<file path="config.mk">
export PLATFORM = sky130hd
export DESIGN_NAME = rgb_to_hsv_converter
export DESIGN_NICKNAME = d
export VERILOG_FILES = /design/src/rtl/rgbhsv_pkg.sv /design/src/rtl/rgb_to_hsv_converter.sv /design/src/rtl/rgbhsv_front.sv /design/src/rtl/rgbhsv_div.sv
export SDC_FILE = /design/constraint.sdc
export NUM_CORES = 1
export LEC_CHECK = 0
export ABC_AREA = 1
export BUFFER_PORTS_ARGS = -buffer_cell sky130_fd_sc_hd__buf_2
export CORE_ASPECT_RATIO = 0.5
export CORE_MARGIN = 8
export CORE_UTILIZATION = 48
export CTS_CLUSTER_DIAMETER = 200
export DETAILED_ROUTE_END_ITERATION = 12
export PLACE_DENSITY = 0.75
export REMOVE_ABC_BUFFERS = 1
export SYNTH_ARGS = -nofsm -noshare
export SYNTH_HDL_FRONTEND = slang
export SYNTH_SLANG_ARGS = --single-unit
</file>
<file path="constraint.sdc">
create_clock -name clk_i -period 3.1 [get_ports clk_i]
set_clock_uncertainty 0.1 [all_clocks]
set_input_delay 0.155 -clock clk_i [delete_from_list [all_inputs] [get_ports clk_i]]
set_output_delay 0.155 -clock clk_i [all_outputs]
set_load 0.005 [all_outputs]
</file>
<file path="src/rtl/rgbhsv_pkg.sv">
// Shared types, constants and sector codes for the RGB to HSV converter.
// No dependencies; every other file in rtl/ imports this package.
package rgbhsv_pkg;

  localparam int CompBits         = 8;
  localparam int HueBits          = 16;
  // 6 * (2^CompBits - 1) fits in CompBits + 3 bits
  localparam int HueDivW          = CompBits + 3;
  localparam int HueStepsPerStage = 2;
  localparam int HueStages        = (HueBits + HueStepsPerStage - 1) / HueStepsPerStage;
  localparam int NumDivStages     = (HueStages > CompBits) ? HueStages : CompBits;
  localparam int FrontStages      = 3;
  // request edge to strobe: front stages, divider stages, output register
  localparam int Latency          = FrontStages + NumDivStages + 1;

  typedef enum logic [1:0] {
    SecRed   = 2'd0,
    SecGreen = 2'd1,
    SecBlue  = 2'd2
  } sector_e;

  typedef struct packed {
    logic [CompBits-1:0] red_in;
    logic [CompBits-1:0] green_in;
    logic [CompBits-1:0] blue_in;
  } pixel_t;

  typedef struct packed {
    logic [HueBits-1:0]  hue_out;
    logic [CompBits-1:0] sat_out;
    logic [CompBits-1:0] val_out;
  } hsv_t;

  // State of one pixel inside the divider pipeline
  typedef struct packed {
    logic                gray;
    logic [CompBits-1:0] val;
    logic [HueDivW-1:0]  hrem;
    logic [HueDivW-1:0]  hdiv;
    logic [HueBits-1:0]  hq;
    logic [CompBits-1:0] srem;
    logic [CompBits-1:0] slo;
    logic [CompBits-1:0] sq;
  } div_stage_t;

endpackage

</file>
<file path="src/rtl/rgb_to_hsv_converter.sv">
// Top level of the RGB to HSV converter: front end, divider pipeline and
// output register. Depends on rgbhsv_pkg, rgbhsv_front and rgbhsv_div.
//
// Usage
//   Request channel: drive pixel_i and raise start for one cycle per pixel.
//   A request is taken at each rising edge with start high and busy low.
//   busy is held low: the pipeline has no feedback and takes one pixel in
//   every clock, back to back, with no gaps needed between requests.
//   Result channel: done_o is high for exactly one cycle while result_o
//   holds hue, saturation and value of one pixel; results come out in
//   request order. The receiver has no way to hold results off, and none
//   is needed: no stage ever stalls.
//   Path: 3 front-end stages, 8 divider stages and 1 output register.
//   The eight divider stages come from the 16-bit hue quotient at two
//   bits a stage; the 8-bit saturation quotient runs alongside at one
//   bit a stage.
//   Throughput: one pixel per clock.
//   Reset: rst_ni clears every valid bit at once; pixels in flight are
//   dropped and done_o stays low until a new request has passed through.
//   Gray pixels (all components equal) give hue and saturation of zero.
module rgb_to_hsv_converter (
  input  logic                clk_i,
  input  logic                rst_ni,
  input  logic                start,
  input  rgbhsv_pkg::pixel_t  pixel_i,
  output logic                busy,
  output logic                done_o,
  output rgbhsv_pkg::hsv_t    result_o
);
  import rgbhsv_pkg::*;

  logic        front_vld, div_vld;
  div_stage_t  front_stg, div_stg;
  logic        done_q;
  hsv_t        result_q, result_d;

  // never stalls: every stage moves on every clock
  assign busy = 1'b0;

  rgbhsv_front u_front (
    .clk_i   (clk_i),
    .rst_ni  (rst_ni),
    .valid_i (start & ~busy),
    .pixel_i (pixel_i),
    .valid_o (front_vld),
    .stage_o (front_stg)
  );

  rgbhsv_div u_div (
    .clk_i   (clk_i),
    .rst_ni  (rst_ni),
    .valid_i (front_vld),
    .stage_i (front_stg),
    .valid_o (div_vld),
    .stage_o (div_stg)
  );

  // Gray pixels ran the hue divider against a zero divisor: force zero here
  always_comb begin
    result_d.hue_out = div_stg.gray ? '0 : div_stg.hq;
    result_d.sat_out = div_stg.gray ? '0 : div_stg.sq;
    result_d.val_out = div_stg.val;
  end

  always_ff @(posedge clk_i or negedge rst_ni) begin
    if (!rst_ni) begin
      done_q <= 1'b0;
    end else begin
      done_q <= div_vld;
    end
  end

  always_ff @(posedge clk_i) begin
    result_q <= result_d;
  end

  assign done_o   = done_q;
  assign result_o = result_q;

endmodule

</file>
<file path="src/rtl/rgbhsv_front.sv">
// Front end of the converter: max/min and sector, then delta and signed
// difference, then hue numerator, divisors and saturation numerator.
// Depends on rgbhsv_pkg.
module rgbhsv_front (
  input  logic                    clk_i,
  input  logic                    rst_ni,
  input  logic                    valid_i,
  input  rgbhsv_pkg::pixel_t      pixel_i,
  output logic                    valid_o,
  output rgbhsv_pkg::div_stage_t  stage_o
);
  import rgbhsv_pkg::*;

  // stage 1: max, min, sector
  logic                s1_vld_q;
  logic [CompBits-1:0] s1_r_q, s1_g_q, s1_b_q, s1_mx_q, s1_mn_q;
  sector_e             s1_sec_q;
  logic [CompBits-1:0] s1_mx_d, s1_mn_d;
  sector_e             s1_sec_d;

  always_comb begin
    s1_mx_d = pixel_i.red_in;
    s1_mn_d = pixel_i.red_in;
    if (pixel_i.green_in > s1_mx_d) s1_mx_d = pixel_i.green_in;
    if (pixel_i.blue_in  > s1_mx_d) s1_mx_d = pixel_i.blue_in;
    if (pixel_i.green_in < s1_mn_d) s1_mn_d = pixel_i.green_in;
    if (pixel_i.blue_in  < s1_mn_d) s1_mn_d = pixel_i.blue_in;
    // red wins ties, then green
    if (pixel_i.red_in >= pixel_i.green_in && pixel_i.red_in >= pixel_i.blue_in) begin
      s1_sec_d = SecRed;
    end else if (pixel_i.green_in >= pixel_i.blue_in) begin
      s1_sec_d = SecGreen;
    end else begin
      s1_sec_d = SecBlue;
    end
  end

  always_ff @(posedge clk_i or negedge rst_ni) begin
    if (!rst_ni) begin
      s1_vld_q <= 1'b0;
    end else begin
      s1_vld_q <= valid_i;
    end
  end

  always_ff @(posedge clk_i) begin
    s1_r_q   <= pixel_i.red_in;
    s1_g_q   <= pixel_i.green_in;
    s1_b_q   <= pixel_i.blue_in;
    s1_mx_q  <= s1_mx_d;
    s1_mn_q  <= s1_mn_d;
    s1_sec_q <= s1_sec_d;
  end

  // stage 2: delta and signed difference of the other two components
  logic                       s2_vld_q;
  logic [CompBits-1:0]        s2_mx_q, s2_dl_q;
  logic signed [CompBits:0]   s2_diff_q;
  sector_e                    s2_sec_q;
  logic                       s2_gray_q;
  logic signed [CompBits:0]   s2_diff_d;

  always_comb begin
    case (s1_sec_q)
      SecRed:   s2_diff_d = $signed({1'b0, s1_g_q}) - $signed({1'b0, s1_b_q});
      SecGreen: s2_diff_d = $signed({1'b0, s1_b_q}) - $signed({1'b0, s1_r_q});
      SecBlue:  s2_diff_d = $signed({1'b0, s1_r_q}) - $signed({1'b0, s1_g_q});
      default:  s2_diff_d = '0;
    endcase
  end

  always_ff @(posedge clk_i or negedge rst_ni) begin
    if (!rst_ni) begin
      s2_vld_q <= 1'b0;
    end else begin
      s2_vld_q <= s1_vld_q;
    end
  end

  always_ff @(posedge clk_i) begin
    s2_mx_q   <= s1_mx_q;
    s2_dl_q   <= s1_mx_q - s1_mn_q;
    s2_diff_q <= s2_diff_d;
    s2_sec_q  <= s1_sec_q;
    s2_gray_q <= (s1_mx_q == s1_mn_q);
  end

  // stage 3: hue numerator in sixths of a turn, wrapped; divisors; saturation numerator
  logic                       s3_vld_q;
  div_stage_t                 s3_q;
  logic [HueDivW-1:0]         dl_x, base, six_d;
  logic signed [HueDivW:0]    num;
  logic [HueDivW-1:0]         num_w;
  logic [2*CompBits-1:0]      satnum;
  div_stage_t                 s3_d;

  always_comb begin
    dl_x  = {3'b000, s2_dl_q};
    six_d = (dl_x << 2) + (dl_x << 1);
    case (s2_sec_q)
      SecRed:   base = '0;
      SecGreen: base = dl_x << 1;
      SecBlue:  base = dl_x << 2;
      default:  base = '0;
    endcase
    num = $signed({1'b0, base}) + $signed({{3{s2_diff_q[CompBits]}}, s2_diff_q});
    if (num < 0) begin
      num = num + $signed({1'b0, six_d});
    end
    num_w  = num[HueDivW-1:0];
    satnum = {s2_dl_q, {CompBits{1'b0}}} - {{CompBits{1'b0}}, s2_dl_q};

    s3_d.gray = s2_gray_q;
    s3_d.val  = s2_mx_q;
    s3_d.hrem = num_w;
    s3_d.hdiv = six_d;
    s3_d.hq   = '0;
    s3_d.srem = satnum[2*CompBits-1:CompBits];
    s3_d.slo  = satnum[CompBits-1:0];
    s3_d.sq   = '0;
  end

  always_ff @(posedge clk_i or negedge rst_ni) begin
    if (!rst_ni) begin
      s3_vld_q <= 1'b0;
    end else begin
      s3_vld_q <= s2_vld_q;
    end
  end

  always_ff @(posedge clk_i) begin
    s3_q <= s3_d;
  end

  assign valid_o = s3_vld_q;
  assign stage_o = s3_q;

endmodule

</file>
<file path="src/rtl/rgbhsv_div.sv">
// Pipelined restoring divider: two hue quotient bits and one saturation
// quotient bit per stage, one register stage each. Depends on rgbhsv_pkg.
module rgbhsv_div (
  input  logic                    clk_i,
  input  logic                    rst_ni,
  input  logic                    valid_i,
  input  rgbhsv_pkg::div_stage_t  stage_i,
  output logic                    valid_o,
  output rgbhsv_pkg::div_stage_t  stage_o
);
  import rgbhsv_pkg::*;

  function automatic div_stage_t div_step(input div_stage_t cur, input int unsigned stg);
    div_stage_t          nxt;
    logic [HueDivW:0]    ht;
    logic [CompBits:0]   st;
    nxt = cur;
    for (int t = 0; t < HueStepsPerStage; t++) begin
      if (stg * HueStepsPerStage + t < HueBits) begin
        ht = {nxt.hrem, 1'b0};
        if (ht >= {1'b0, nxt.hdiv}) begin
          nxt.hrem = HueDivW'(ht - {1'b0, nxt.hdiv});
          nxt.hq   = {nxt.hq[HueBits-2:0], 1'b1};
        end else begin
          nxt.hrem = ht[HueDivW-1:0];
          nxt.hq   = {nxt.hq[HueBits-2:0], 1'b0};
        end
      end
    end
    if (stg < CompBits) begin
      st      = {nxt.srem, nxt.slo[CompBits-1]};
      nxt.slo = {nxt.slo[CompBits-2:0], 1'b0};
      if (st >= {1'b0, cur.val}) begin
        nxt.srem = CompBits'(st - {1'b0, cur.val});
        nxt.sq   = {nxt.sq[CompBits-2:0], 1'b1};
      end else begin
        nxt.srem = st[CompBits-1:0];
        nxt.sq   = {nxt.sq[CompBits-2:0], 1'b0};
      end
    end
    return nxt;
  endfunction

  div_stage_t                stg_q [NumDivStages];
  logic [NumDivStages-1:0]   vld_q;

  for (genvar s = 0; s < NumDivStages; s++) begin : g_stage
    div_stage_t prev;
    logic       prev_vld;

    if (s == 0) begin : g_first
      assign prev     = stage_i;
      assign prev_vld = valid_i;
    end else begin : g_next
      assign prev     = stg_q[s-1];
      assign prev_vld = vld_q[s-1];
    end

    always_ff @(posedge clk_i or negedge rst_ni) begin
      if (!rst_ni) begin
        vld_q[s] <= 1'b0;
      end else begin
        vld_q[s] <= prev_vld;
      end
    end

    always_ff @(posedge clk_i) begin
      stg_q[s] <= div_step(prev, s);
    end
  end

  assign valid_o = vld_q[NumDivStages-1];
  assign stage_o = stg_q[NumDivStages-1];

endmodule

</file>
**Word-level counts from Yosys, hierarchy flattened**

Memories as Yosys holds them, arrays and structs flattened.
Cells that the tools add are included.
Widths: inputs -> output; s select.

- Register bits after elaboration: 161
- RAM bits: 560
- Input bits: 27
- Word-level logic and storage cells: 160
- Memories kept: 1

- Add/subtract/negate cells: 32
- $lt $le $gt $ge: 32
- Equality and inequality tests: 5
- Muxes and demuxes: 56
- Reduce and logical (&&, ||, !) cells: 2

Memories:

| memory | words | bits a word | read ports | clocked after Yosys merged registers in | wr ports | line | text |
|---|---|---|---|---|---|---|---|
| u_div.stg_q | 8 | 70 | 8 | 0 | 8 | rgbhsv_div.sv:44 | `div_stage_t stg_q [NumDivStages];` |

Operators by type and width:

| operator | count |
|---|---|
| $ge 12x11->1 | 16 |
| $mux 11 | 17 |
| $sub 11x11->11 | 16 |
| $mux 8 | 12 |
| $ge 9x8->1 | 8 |
| $sub 8x8->8 | 9 |
| $pmux 9 s3 | 1 |
| $sub 8x8->9 | 3 |
| $ge 8x8->1 | 3 |
| $mux 1 | 24 |
| $pmux 10 s2 | 1 |
| $gt 8x8->1 | 2 |
| $lt 8x8->1 | 2 |
| $sub 16x8->16 | 1 |
| $add 11x9->12 | 1 |
| $lt 12x1->1 const B | 1 |
| $add 10x9->11 | 1 |
| $add 11x11->11 | 1 |
| $eq 8x8->1 | 1 |
| $eq 2x1->1 const B | 2 |
| $eq 2x2->1 const B | 2 |
| $logic_not 2->1 | 1 |
| $mux 2 | 1 |
| $logic_and 1x1->1 | 1 |

**Longest topological paths before layout**

Gate-level depths: netlist of the first run.

- Depth in word-level cells: 5
- Gate-level depth with buffers: 25
- Gate-level depth less buffers: 23

**Cells and area by module**

Synthesis of the first run repeated with hierarchy kept, for this count alone.

- Cell total of the unflattened synthesis: 4084
- Area, all modules: 32037.0 sq um

Modules (own cells, without submodules):

| module | times used | cells each | area an instance (sq um) | seq. area each (sq um) |
|---|---|---|---|---|
| rgbhsv_div | 1 | 3130 | 24128.1 | 9168.8 |
| rgbhsv_front | 1 | 869 | 7029.2 | 2357.3 |
| rgb_to_hsv_converter | 1 | 85 | 879.6 | 665.6 |

**Worst setup path before layout of the first run**

Ideal clock, no wire load.

- Path type: register to register
- Start point: register u_front.s2_sec_q[0]
- End point: register u_front.s3_q, in the netlist u_front.stage_o[61]
- Library setup time: 117 ps
- Arrival time: 3168 ps
- Required time: 2883 ps
- Setup slack: -285 ps
- Cell stages (with the launch flop): 22
- Cells stage by stage: dfxtp_1 inv_1 ha_1 clkbuf_1 a21oi_1 ha_1 a21oi_1 nand2_1 a21o_1 a21oi_1 o21bai_1 xor2_1 inv_1 ha_1 nand2_1 nor3_1 nand3_1 nand4_1 nand2b_1 nand2_1 o21bai_1 nand2_1

- Longest elaborated chain between the ends: 5

Ends and longest elaborated chain:

| item | line | text |
|---|---|---|
| start, declared | rgbhsv_front.sv:59 | `sector_e s2_sec_q;` |
| start signal, assigned | rgbhsv_front.sv:84 | `s2_sec_q <= s1_sec_q;` |
| $eq 2x2->1 or $eq 2x1->1 (tied branches) | rgbhsv_front.sv:100 | `case (s2_sec_q)` |
| $pmux 10 s2 (*) | rgbhsv_front.sv:100 |  |
| $add 11x9->12 (*) | rgbhsv_front.sv:106 | `num = $signed({1'b0, base}) + $signed({{3{s2_diff_q[CompBits]}}, s2_diff_q});` |
| $add 11x11->11 or $lt 12x1->1 (tied branches) | rgbhsv_front.sv:108, rgbhsv_front.sv:107 |  |
| $mux 11 (*) | rgbhsv_front.sv:107 | `if (num < 0) begin` |
| net u_front.num[10] | rgbhsv_front.sv:92 | `logic signed [HueDivW:0] num;` |
| end signal, assigned | rgbhsv_front.sv:132 | `s3_q <= s3_d;` |
| end, declared | rgbhsv_front.sv:90 | `div_stage_t s3_q;` |

The timed path passes the listed nets; every way through them passes the cells marked *.
A chain may end at the register's enable or synchronous reset.

==> results of run 1 <==
-- placed cells by master (no fill, tap or decap), types with 14 or more instances in the layout --
cell type,instances
buf_4,643
nand2_1,481
dfxtp_1,463
inv_1,371
ha_1,210
nor2_1,179
a21oi_1,174
nand2_2,135
xor2_1,128
ha_4,113
o21ai_0,96
nand3_1,92
inv_2,84
o21ai_1,76
dfxtp_2,70
buf_2,59
xnor2_1,58
clkbuf_16,50
o21ai_2,42
a21oi_2,41
nand2_4,40
nand4_1,33
buf_6,33
o21ai_4,32
dlygate4sd3_1,27
nor3_1,23
a21oi_4,19
fa_1,19
nor2_4,18
nor2_2,17
a21o_1,16
o21bai_1,15
a31oi_1,15
nand3_2,14
-- repair_timing --
| action | 4_1_cts | 5_1_grt |
|---|---|---|
| setup endpoints to repair | 83 | 91 |
| endpoints found under the hold margin | 53 | 0 |
| gates resized for setup | 499 | 392 |
| cloned | 20 | 3 |
| hold buffers | 27 | 0 |
| buffers inserted | 92 | 67 |
| pin swaps | 182 | 234 |
-- state kept, by name, indices dropped and copies added, names as in the netlist, 2 cells and up --
register and count:
u_front.s2_diff_q 9, u_div.g_stage.prev_vld 7, u_front.s2_dl_q 8, u_div.stg_q 391
u_front.s1_r_q 8, u_front.s1_g_q 8, result_o 32, u_front.s2_sec_q 2
u_front.stage_o 44, u_front.s1_mn_q 8, u_front.s1_sec_q 2, u_front.s1_b_q 8
u_front.s1_mx_q 8, u_front.s2_mx_q 8
-- logic make-up after synthesis --
family,after synthesis,share of synthesized area [%]
AND/OR/NAND/NOR,1076,16.8
XOR/XNOR,193,6.25
AO/OA/AOI/OAI,572,11.9
adder cells (fa/ha/maj),348,16.7
other,1,0.0139
flip-flops,549,40.8
buffers and inverters,505,7.45
-- synthesized netlist by cell type, types with 2 or more instances --
cell / number / area, µm²
o211ai_2: 2 / 25.0
buf_4: 9 / 67.6
o311ai_0: 4 / 35.0
dfrtp_1: 12 / 300
nand4_2: 2 / 25.0
nor3_1: 33 / 165
buf_2: 8 / 40.0
dfxtp_1: 537 / 10800
nand4_1: 33 / 206
nand2_1: 621 / 2330
inv_1: 449 / 1690
o221ai_1: 6 / 52.6
o21ai_1: 75 / 375
o21ai_2: 12 / 105
nor2_1: 212 / 796
nand3_2: 8 / 80.1
or2_2: 4 / 25.0
o31ai_1: 3 / 22.5
a21oi_2: 6 / 52.6
nand3_1: 104 / 521
a21boi_0: 2 / 15.0
inv_2: 21 / 78.8
xor2_1: 132 / 1160
nand3b_1: 9 / 67.6
nand2_2: 35 / 219
a211oi_1: 3 / 22.5
o21a_1: 2 / 15.0
fa_1: 23 / 460
a21oi_1: 227 / 1140
o211ai_1: 7 / 52.6
or4_1: 3 / 22.5
xnor2_1: 61 / 534
clkbuf_1: 7 / 26.3
o21ai_0: 159 / 796
o21bai_1: 20 / 150
ha_1: 325 / 4070
a31oi_1: 15 / 93.8
a41o_1: 2 / 20.0
a21o_1: 17 / 128
a211o_1: 2 / 17.5
buf_6: 7 / 78.8
nor3_2: 4 / 40.0
nor4_1: 3 / 18.8
-- worst register-to-register path, cell delays in order (launching register included) --
cell and delay, ns:
dfxtp_2 0.35, inv_2 0.05, ha_4 0.28, inv_2 0.06, o21bai_4 0.24, a21oi_2 0.11, nand3_2 0.11, nand2_2 0.09
nand2_4 0.11, clkinvlp_4 0.22, buf_4 0.23, nand2_1 0.10, o21ai_1 0.11, ha_1 0.34, nand4_1 0.15, nor4_2 0.34
o21ai_2 0.13, nand2_2 0.13, nor2_4 0.08, buf_6 0.14, nand2_2 0.07, o21ai_1 0.08
-- layout make-up --
| cell class | count | area share, % |
|---|---|---|
| repair inverters | 7 | 0.144 |
| clock buffers | 56 | 3.28 |
| flip-flops and latches | 549 | 28.5 |
| well taps | 756 | 2.42 |
| multi-input cells | 2191 | 44.3 |
| repair buffers | 776 | 15.5 |
| inverters | 473 | 4.75 |
| clock inverters | 34 | 1.14 |
-- metrics by stage --
step / setup TNS [ns] / instances
after floorplan: -19.80 / 3212
after global placement: -18.06 / 4547
after detailed placement: -25.32 / 4547
after CTS: -3.92 / 4775
after global routing: -42.57 / 4842
final: -31.16 / 4842
-- metal layers --
| metal | GRT usage, % | part of all wire, % | up-vias |
|---|---|---|---|
| met5 | 0 | 0.013 | - |
| met4 | 9.82 | 7.9 | 2 |
| met3 | 3.54 | 6.9 | 600 |
| met2 | 40.9 | 49 | 1418 |
| met1 | 23.5 | 36 | 12200 |
| li1 | - | - | 12200 |
-- final timing paths --
path | from | end | slack, ns | cells past startpoint
worst max-delay path | u_div.stg_q[0][46] | u_div.stg_q[0][127] | -0.62 | 21
worst min-delay path | start | u_front.s1_vld_q | 0.11 | 2
worst max register to register | u_div.stg_q[0][46] | u_div.stg_q[0][127] | -0.62 | 21
worst min register to register | u_div.stg_q[1][0] | u_div.stg_q[1][71] | 0.22 | 0
max in group asynchronous | rst_ni | u_front.s1_vld_q | 2.02 | 3
min in group asynchronous | rst_ni | u_div.g_stage[6].prev_vld | 0.50 | 3
==> metrics.txt, run 1 <==
clock sink count 549; flops & latches, synth 549; post-route cell area just under 0.04 mm²; failing checks setup timing; Syn Area/Cell 8.34 µm²; slew at the pin with the worst max-slew slack between 0.6 and 0.7 ns; via density per instance 5.45; Finished Core Util a little over two thirds; share of layout cells above drive strength 1 37.8%; storage element area roughly 0.011 mm²; Buffers & Inverters on Critical Path 5; status finished, violations left; final layout net count approximately 4400; period utilization 120%; slowest CP cell dfxtp_2; CTS buffer count between 40 and 50; drt first pass iters 6; initial DRC count approximately 2100; Ant. Diodes 0; Post-synth ARST share 2.19%; Crit path max-delay family simple AND/OR/NAND/NOR gates; CP Class register to register; endpoints failing setup 80; # fillers around 3500; CP required about 3.5 ns; Startpoint Class register; vias in the first global route ~25000; multi-input logic area between 0.015 and 0.02 mm²; Area after DPL about 0.032 mm²; later-pin clock latency in the skew report ~0.6 ns; Syn Std Cell Area around 0.027 mm²; Post-Synthesis Cells between 3000 and 4000; CTS tree yes; critical path peak fanout 5; CP max stage delay 0.35 ns; number of synthesized flops with an enable pin 0; clock tree buffer depth 3; FP Rows 61; vias ~26000; YS warnings 0; clk slew on worst S/H paths roughly 0.080 ns; Core ar. around 0.056 mm²; Critical Path, Cell by Cell inv_2 -> ha_4 -> inv_2 -> o21bai_4 -> a21oi_2 -> nand3_2 -> nand2_2 -> nand2_4 -> clkinvlp_4 -> buf_4 -> nand2_1 -> o21ai_1 -> ha_1 -> nand4_1 -> nor4_2 -> o21ai_2 -> nand2_2 -> nor2_4 -> buf_6 -> nand2_2 -> o21ai_1; pin count of the biggest net entering global routing 25; Die Y around 180 µm; # H-tree levels 2; Starting Density 48.6%; initial antenna violation count 1; Detail Route Antenna Nets 0; Worst Path Arrival 4.09 ns; Clk Tree Root Cell clkbuf_16; Max-Cap Viols 0; I/O Buffers between 50 and 60; HPWL after DPL about 49000 µm; CP most frequent cell nand2_2; first-pass GRT wire length ~120000 µm; Tmin final approximately 3.7 ns; Post-synth top flop dfxtp_1; Hold Slack ~0.11 ns; fmax 269 MHz; Routed WL around 90000 µm; die width between 300 and 400 µm; slew margin rel. about 56%; worst hold-check path type input pin to register; distinct cell type count of the synthesized netlist between 60 and 70; routability cong. a little over 0.9; fin worst setup slack -0.619 ns; max-slew violations 0; die area about 0.065 mm²; RSZ-0062 raised after global routing true; Overflow after GRT 0; final hold vios 0; GRT Util Overall between 20% and 30%; Setup Slack @ Placement -0.422 ns; Area Overhead vs Synth 44.6%; crit end category register; Ports 61; WL per Instance around 19 µm; drt drc 0; post-synthesis sequential area ratio 40.8%
Power of run 1 is not shown: default switching activity piles up to over one toggle a cycle in this logic, so the estimate is an artifact.
==> inputs of run 2 (changes only) <==
- GPL_TIMING_DRIVEN: not set -> 0
- SETUP_SLACK_MARGIN: not set -> 0.3
==> run 2 against run 1 <==
  * The run still ends with setup timing left
  * Setup slack got worse by 0.23 ns
  * Critical path type unchanged
  * Sequential share of layout area increased by 1.9 points
  * Register-to-register slack got worse by 0.23 ns
  * Utilization decreased by 4.1 points
  * Critical endpoint is now u_div.stg_q[0][200]
  * Via count decreased by 3.2%
  * Highest routed layer unchanged
  * Final cell count decreased by 7.3%
  * Maximum frequency decreased by 5.9%
==> metrics.txt, run 2 (synthesis gave the netlist of run 1 again) <==
met3 GRT Util 3.83% (was 3.54%); RSZ-0062 raised after global routing true (unchanged); first-pass GRT wire length 111000 µm (was 117000 µm); critical path peak fanout 8 (was 5); Hold Path Depth 3 (was 2); pin count of the biggest net entering global routing 25 (unchanged); share of layout cells above drive strength 1 33.5% (was 37.8%); CTS buffer count 48 (unchanged); Max-Cap Viols 0 (unchanged); vias in the first global route 23400 (was 24900); slowest CP cell dfxtp_2 (unchanged); routability cong. 0.982 (was 0.936); Buffers & Inverters on Critical Path 5 (unchanged); Critical Path, Cell by Cell inv_2 -> ha_4 -> nand2_4 -> o21ai_4 -> nand2_2 -> nand3_4 -> nand2_4 -> nand2_8 -> clkinv_8 -> nand2_4 -> o21ai_4 -> ha_4 -> nand4_1 -> o211ai_2 -> nand2_1 -> a21oi_2 -> buf_4 -> buf_4 -> buf_4 -> xor2_1 -> nand2_1 -> nand2_1 (was inv_2 -> ha_4 -> inv_2 -> o21bai_4 -> a21oi_2 -> nand3_2 -> nand2_2 -> nand2_4 -> clkinvlp_4 -> buf_4 -> nand2_1 -> o21ai_1 -> ha_1 -> nand4_1 -> nor4_2 -> o21ai_2 -> nand2_2 -> nor2_4 -> buf_6 -> nand2_2 -> o21ai_1); I/O Buffers 59 (unchanged); GRT Util Overall 20.5% (was 21.6%); post-route cell area 0.0368 mm² (was 0.0391 mm²); Setup Slack @ Placement -1.75 ns (was -0.422 ns); reg2reg path depth 22 (was 21); period utilization 128% (was 120%); Crit path max-delay family simple AND/OR/NAND/NOR gates (unchanged); Tmin final 3.95 ns (was 3.72 ns); CP Class register to register (unchanged); FP Rows 61 (unchanged); Finished Core Util 66.2% (was 70.3%); Overflow after GRT 0 (unchanged); HPWL after DPL 42800 µm (was 48700 µm); clock sink count 549 (unchanged); Startpoint Class register (unchanged); setup TNS -35.81 ns (was -31.16 ns); clock tree buffer depth 3 (unchanged); # fillers 3680 (was 3480); failing checks setup timing (unchanged); most frequent cells in the layout nand2_1, dfxtp_1, inv_1, buf_4, ha_1 (was buf_4, nand2_1, dfxtp_1, inv_1, ha_1); initial antenna violation count 2 (was 1); CP max stage delay 0.35 ns (about the same); WL per Instance 20.1 µm (was 18.5 µm); endpoints failing setup 80 (unchanged); fin worst setup slack -0.853 ns (was -0.619 ns); CTS tree yes (unchanged); clk slew on worst S/H paths 0.07 ns (was 0.08 ns); fmax 253 MHz (was 269 MHz); Detail Route Antenna Nets 0 (unchanged); Routed WL 90100 µm (was 89800 µm); die width 352 µm (unchanged); initial DRC count 2428 (was 2097); most common cell after layout, fill and taps aside nand2_1 (was buf_4); Area Overhead vs Synth 36.2% (was 44.6%); grt met1 use 22.9% (was 23.5%); critical path startpoint u_div.stg_q[0][114] (was u_div.stg_q[0][46]); worst hold-check path type input pin to register (unchanged); met2 usage 36.9% (was 40.9%); Levels on crit path 22 (was 21); via density per instance 5.69 (was 5.45); # H-tree levels 2 (unchanged); worst r2r src u_div.stg_q[0][114] (was u_div.stg_q[0][46]); worst hold path startpoint pixel_i[9] (was start); number of flip-flops in the largest register 391 (unchanged); Core ar. 0.0556 mm² (unchanged); Clk Tree Root Cell clkbuf_16 (unchanged); final layout net count 4073 (was 4421); max-slew violations 0 (unchanged); final hold vios 0 (unchanged); die area 0.0647 mm² (unchanged); crit end category register (unchanged); later-pin clock latency in the skew report 0.62 ns (was 0.61 ns); slew at the pin with the worst max-slew slack 1.02 ns (was 0.649 ns); Ports 61 (unchanged); status finished, violations left (unchanged); vias 25600 (was 26400); drt drc 0 (unchanged); Worst Path Arrival 4.39 ns (was 4.09 ns); GR peak layer met2 (unchanged); Starting Density 48.6% (unchanged); drt first pass iters 9 (was 6); Area after DPL 0.0281 mm² (was 0.0320 mm²); Die Y 184 µm (unchanged); CP required 3.54 ns (was 3.47 ns); Top reg by flops u_div.stg_q (unchanged); Ant. Diodes 0 (unchanged); slew margin rel. 32.2% (was 56.3%)
-- run 2: changes by cell type in the layout (fill, tap and decap cells not counted), moves of 8 or more --
cell,previous run,this run
buf_6,33,22
inv_4,7,26
nand2_2,135,109
ha_4,113,126
dfxtp_4,4,13
dfxtp_2,70,78
nor2_4,18,28
dfxtp_1,463,446
o21ai_2,42,61
o21ai_1,76,51
ha_1,210,195
inv_1,371,353
nand2_1,481,500
buf_4,643,291
-- run 2: metrics by stage --
stage | cells | hold slack (ns)
floorplan | 3212 | -0.241
global placement | 4027 | -0.0644
detailed placement | 4027 | -0.0588
CTS | 4351 | 0.00220
global route | 4490 | 0.0131
finish | 4490 | 0.00360
-- run 2: layout make-up --
cell class | count | area, µm² | area share, %
Clock inverter | 28 | 284 | 0.771
Multi-Input combinational cell | 2202 | 17900 | 48.5
Sequential cell | 549 | 11200 | 30.4
Clock buffer | 58 | 1270 | 3.44
Timing Repair Buffer | 412 | 3250 | 8.81
Tap cell | 756 | 946 | 2.57
Inverter | 473 | 1930 | 5.24
Timing Repair inverter | 12 | 95.1 | 0.258
-- run 2: what timing repair did --
action	in CTS	in global routing
endpoints found under the setup margin	102	103
endpoints found under the hold margin	53	0
pin swaps	206	262
gates cloned	22	5
setup buffers	187	134
resized for setup	551	463
hold buffers	29	0
-- run 2: worst paths after layout --
kind,slack [ns],to
worst min-delay path,0.004,u_front.s1_mx_q[1]
worst max-delay path,-0.85,u_div.stg_q[0][200]
worst max register to register,-0.85,u_div.stg_q[0][200]
min in group asynchronous,0.49,u_front.valid_o
worst min register to register,0.21,u_div.stg_q[0][240]
max in group asynchronous,2.06,u_div.g_stage[1].prev_vld
-- run 2: tightest hold or removal path: cells and delay by family --
family | cells | cell delay [ns]
compound gates | 2 | 0.35
buf+inv | 1 | 0.13
-- run 2: routing by layer --
layer / up-vias / part of all wire [%]
li1: 11500 / -
met1: 11700 / 35
met2: 1595 / 48
met3: 715 / 8.2
met4: 4 / 8.8
met5: - / 0.029
Power of run 2 is left out for the same reason.
